--- src/hw/rtl/rbsi_pkg.sv ---
// Shared widths, register indexes and pipeline types for the ray/box slab tester.
package rbsi_pkg;

  localparam int COORD_W  = 32;
  localparam int DIR_W    = 16;
  localparam int LEN_W    = 31;
  localparam int DIR_FRAC = 14;
  localparam int MAG_W    = 33;

  localparam logic signed [DIR_W-1:0] DIR_ONE     = 16'sd16384;
  localparam logic signed [DIR_W-1:0] DIR_NEG_ONE = -16'sd16384;
  localparam logic signed [DIR_W-1:0] DIR_MAX     = 16'sd32767;
  localparam logic signed [DIR_W-1:0] DIR_MIN     = -16'sd32768;

  typedef enum logic [2:0] {
    REG_START_X = 3'd0,
    REG_START_Y = 3'd1,
    REG_START_Z = 3'd2,
    REG_DIR_X   = 3'd3,
    REG_DIR_Y   = 3'd4,
    REG_DIR_Z   = 3'd5,
    REG_LEN     = 3'd6
  } reg_idx_e;

  // Per-item flags that ride alongside the dividers.
  typedef struct packed {
    logic       miss;
    logic       in_box;
    logic [2:0] dz;
    logic [5:0] neg;
  } side_t;

endpackage

--- src/hw/rtl/rbsi_div.sv ---
// Pipelined restoring divider: one quotient bit per stage, quotient overflow flag.
module rbsi_div #(
  parameter int FRAC_BITS = 16
) (
  input  logic                           clk_i,
  input  logic [FRAC_BITS+1:0]           en_i,
  input  logic [rbsi_pkg::MAG_W-1:0]     mag_i,
  input  logic [rbsi_pkg::MAG_W-1:0]     div_i,
  output logic [FRAC_BITS+1:0]           quot_o,
  output logic                           rem_nz_o,
  output logic                           ovf_o
);

  localparam int QW = FRAC_BITS + 2;
  localparam int MW = rbsi_pkg::MAG_W;

  logic [MW-1:0] r_q   [QW];
  logic [MW-1:0] d_q   [QW];
  logic [QW-1:0] lo_q  [QW];
  logic [QW-1:0] quo_q [QW];
  logic          ovf_q [QW];

  for (genvar j = 0; j < QW; j++) begin : g_stage
    logic [MW-1:0] r_in, d_in;
    logic [QW-1:0] lo_in, q_in;
    logic          ovf_in;
    logic [MW:0]   rs;
    logic          ge;

    if (j == 0) begin : g_first
      // dividend is mag << FRAC_BITS; quotient fits QW bits unless mag >= 4*div
      assign r_in   = {2'b00, mag_i[MW-1:2]};
      assign lo_in  = {mag_i[1:0], {FRAC_BITS{1'b0}}};
      assign q_in   = '0;
      assign d_in   = div_i;
      assign ovf_in = ({2'b00, mag_i} >= {div_i, 2'b00});
    end else begin : g_next
      assign r_in   = r_q[j-1];
      assign lo_in  = lo_q[j-1];
      assign q_in   = quo_q[j-1];
      assign d_in   = d_q[j-1];
      assign ovf_in = ovf_q[j-1];
    end

    assign rs = {r_in, lo_in[QW-1]};
    assign ge = (rs >= {1'b0, d_in});

    always_ff @(posedge clk_i) begin
      if (en_i[j]) begin
        r_q[j]   <= ge ? MW'(rs - {1'b0, d_in}) : MW'(rs);
        d_q[j]   <= d_in;
        lo_q[j]  <= {lo_in[QW-2:0], 1'b0};
        quo_q[j] <= {q_in[QW-2:0], ge};
        ovf_q[j] <= ovf_in;
      end
    end
  end

  assign quot_o   = quo_q[QW-1];
  assign rem_nz_o = (r_q[QW-1] != '0);
  assign ovf_o    = ovf_q[QW-1];

endmodule

--- config.mk ---
export PLATFORM = sky130hd
export DESIGN_NAME = rbsi_div
export DESIGN_NICKNAME = d
export VERILOG_FILES = /design/src/hw/rtl/rbsi_pkg.sv /design/src/hw/rtl/rbsi_div.sv
export SDC_FILE = /design/constraint.sdc
export NUM_CORES = 2
export LEC_CHECK = 0
export BUFFER_PORTS_ARGS = -buffer_cell sky130_fd_sc_hd__buf_2
export CAP_MARGIN = 20
export CORE_ASPECT_RATIO = 1.25
export CORE_MARGIN = 4
export CORE_UTILIZATION = 40
export CTS_CLUSTER_DIAMETER = 150
export DETAILED_ROUTE_END_ITERATION = 16
export PLACE_DENSITY = 0.65
export SLEW_MARGIN = 0
export SYNTH_ARGS = -nofsm -noshare
export SYNTH_HDL_FRONTEND = slang
export SYNTH_SLANG_ARGS = --single-unit
--- constraint.sdc ---
create_clock -name clk_i -period 3.5 [get_ports clk_i]
set_input_delay 0.35 -clock clk_i [delete_from_list [all_inputs] [get_ports clk_i]]
set_output_delay 0.35 -clock clk_i [all_outputs]
set_load 0.02 [all_outputs]
==> impl_metrics.ini <==
[synthesis]
ys_async_sr_fraction = 0
yosys_warnings = 0
synth_top_area_share = 0.503
synth_common_cells = edfxtp_1 (1345), inv_1 (769), ha_1 (624)
synth_nets = 8065
synth-compound-area-share = 0.158
synthAdderAreaFrac = 0.102
synth_top_family_by_area = compound AO/OA/AOI/OAI gates
synth_edf_count = 1345
yosysMostFrequentCell = edfxtp_1
synth_xor_area_frac = 0.0554
synth.area.top_cells = edfxtp_1 (50%), ha_1 (9.7%), inv_1 (3.6%)
ys.flop_type = edfxtp_1
synth_simple_gate_area_frac = 0.0964
ys_seq_area_frac = 0.503
syn-cell-area_sq_um = 80300
avgSynthCellArea_sq_um = 10.9
syn_inst = 7338
synth_cell_types = 103
post-synth-top-area-cell = edfxtp_1
synthMuxAreaShare = 0.0387
ys_ff_latch = 1345

[place]
gp_congestion = 0.996
place_area_sq_um = 89200
portBuffers = 104
hpwlAfterDp_um = 155000
dpl.cell_count = 10575

[floorplanning]
row_count = 183
die_area_sq_um = 208000
core_area_sq_um = 199000
die_y_um = 509
start_util = 0.403
ios = 105
dieWidth_um = 409

[global_routing]
grt_max_degree = 78
antenna_found_initial = 0
grt_use_total = 0.185
grt_pass1_wl_um = 307000
grt_overflow_total = 0
grt_pass1_vias = 61607

[worst_setup_path]
cpMostUsedCell = inv_2
crit_start = lo_q[0][16]
max_stage_delay_ns = 0.38
crit_buf_inv = 4
cp_top_family = compound AO/OA/AOI/OAI gates
path_class = register to register
slowest_stage = fa_2
path_max_fanout = 7
crit_chain = inv_2 > ha_4 > inv_2 > fa_2 > a211oi_4 > o21bai_4 > a221oi_4 > o21ai_4 > o21a_1 > nor2_2 > a21oi_2 > o31ai_1 > buf_4 > a21oi_4 > buf_6 > mux2_4
crit_path_end_kind = register
crit_required_ns = 4.03
startpoint_type = register
crit_arrival_ns = 4.12
r2r-start = lo_q[0][16]

[power]
p_leak_nw = 40.8
fin_total_pwr_w = 0.0906
seq_power_share = 0.296
clkPwrFrac = 0.174
switching_share = 0.378
combPwrFrac = 0.530
peakVddDrop_v = 0.000723
internal-power_w = 0.0563
powerDensity_nw_per_um2 = 936
p_switching_w = 0.0343

[clocking]
cts_tree = done
clkTransAtPathRegs_ns = 0.06
cts_root_buf = clkbuf_16
cts_sinks = 1345
clkLatencyLatePin_ns = 0.80
htree_levels = 4
cts_made_buffers = 151
cts_buffer_depth = 3

[route]
wl_um = 199000
vias = 58205
detail_route.iter0.violations = 2625
ant_nets = 0
drtPass1Iterations = 5
drc = 0
wl_per_cell_um = 18.1
viasPerCell = 5.30

[sta]
setup_slack_ns = -0.0847
finalCriticalPeriod_ns = 3.58
fmax_mhz = 279
fin_crit_sh = 1.02
rsz0062_at_grt = true
worst-slew-pin-transition_ns = 1.00
skew_ns = 0.0254
relSlewSlack = 0.334
setup_viol = 33
slew_violations = 0
hold_viol_final = 0
hold_ws_ns = 0.0800

[flow_run]
drv_cap = 0

[final_layout]
design_area_sq_um = 96800
final_util = 0.486
multi_input_area_sq_um = 37500
ff_latch_area_sq_um = 40400
drive_above_1_share = 0.188
num-nets-final = 8995
fill_cells = 17553
finalNonFillerCells = 10984
area_growth_pct = 20.6
insertedDiodeCount = 0

[hold_path]
hp-start = en_i[9]
hp-class = input pin to register

[status]
status = finished with violations
violations = setup timing
==> cell families (layout without fill, tap and decap cells) <==
kind of cell / after synthesis / in the layout
buffers and inverters: 947 / 2003
multiplexers: 259 / 259
AO/OA/AOI/OAI: 2010 / 2010
flip-flops: 1345 / 1345
XOR/XNOR: 508 / 508
adder cells (fa/ha/maj): 642 / 642
AND/OR/NAND/NOR: 1627 / 1627
==> power groups by stage <==
stage / registers, W / logic (W) / clock network [W]
floorplan: 0.0261 / 0.0308 / 0
global placement: 0.0270 / 0.0442 / 0
detailed placement: 0.0271 / 0.0451 / 0
CTS: 0.0268 / 0.0465 / 0.0162
global route: 0.0272 / 0.0525 / 0.0168
finish: 0.0268 / 0.0480 / 0.0158
==> cells in the final DEF, fill, tap and decap left out, types with 113 or more instances in the layout <==
master     netlist  final
nand3_1        115    113
ha_1           624    601
a21oi_1        571    548
xor2_1         200    200
clkbuf_16        0    157
xnor2_1        308    308
o21ai_0        515    494
a21o_1         302    302
inv_1          769    764
edfxtp_1      1345   1345
buf_4            5    724
nor2_1         365    354
mux2_2         181    180
nand2_1        560    554
==> flip-flops by register name, indices dropped and copies added (netlist names) <==
name,flops
d_q,561
lo_q,1
ovf_q,18
quo_q,171
r_q,594
==> timing repair <==
action | 4_1_cts | 5_1_grt
cloned | 8 | 6
hold endpoints to repair | 213 | 0
hold buffers | 72 | 0
gates resized for setup | 92 | 180
pin swaps | 30 | 84
buffers inserted | 15 | 34
setup endpoints to repair | 359 | 465
==> path summary, 6_finish.rpt <==
path | endpoint | slack, ns | depth (start not counted)
setup reg to reg | r_q[1][4] | -0.08 | 16
hold reg to reg | quo_q[13][13] | 0.40 | 0
hold / removal | quo_q[9][6] | 0.08 | 2
setup / recovery | r_q[1][4] | -0.08 | 16
==> metrics by stage <==
stage          setup slack (ns)  TNS, ns
6_report                -0.0847    -1.90
5_1_grt                  -0.162    -5.88
4_1_cts                 -0.0980   -0.675
3_5_place_dp             -0.255   -46.14
3_3_place_gp             -0.213   -26.64
2_1_floorplan             0.154        0
==> layout make-up <==
cell class / count / area share
sequential: 1345 / 0.417
multi-input combinational: 5046 / 0.388
timing repair buffer: 954 / 0.0809
clock buffer: 182 / 0.0405
tap: 2590 / 0.0335
inverter: 770 / 0.0299
clock inverter: 97 / 0.0103
==> per-layer routing <==
metal  vias to the layer above  part of all wire  global-route usage
met1                     27515              0.30               0.141
met3                       721             0.024              0.0213
met5                         -                 0                   0
met4                         0             0.086               0.142
met2                      1250              0.59               0.401
li1                      28719                 -                   -
No activity file was read; power rests on OpenSTA's default activity.
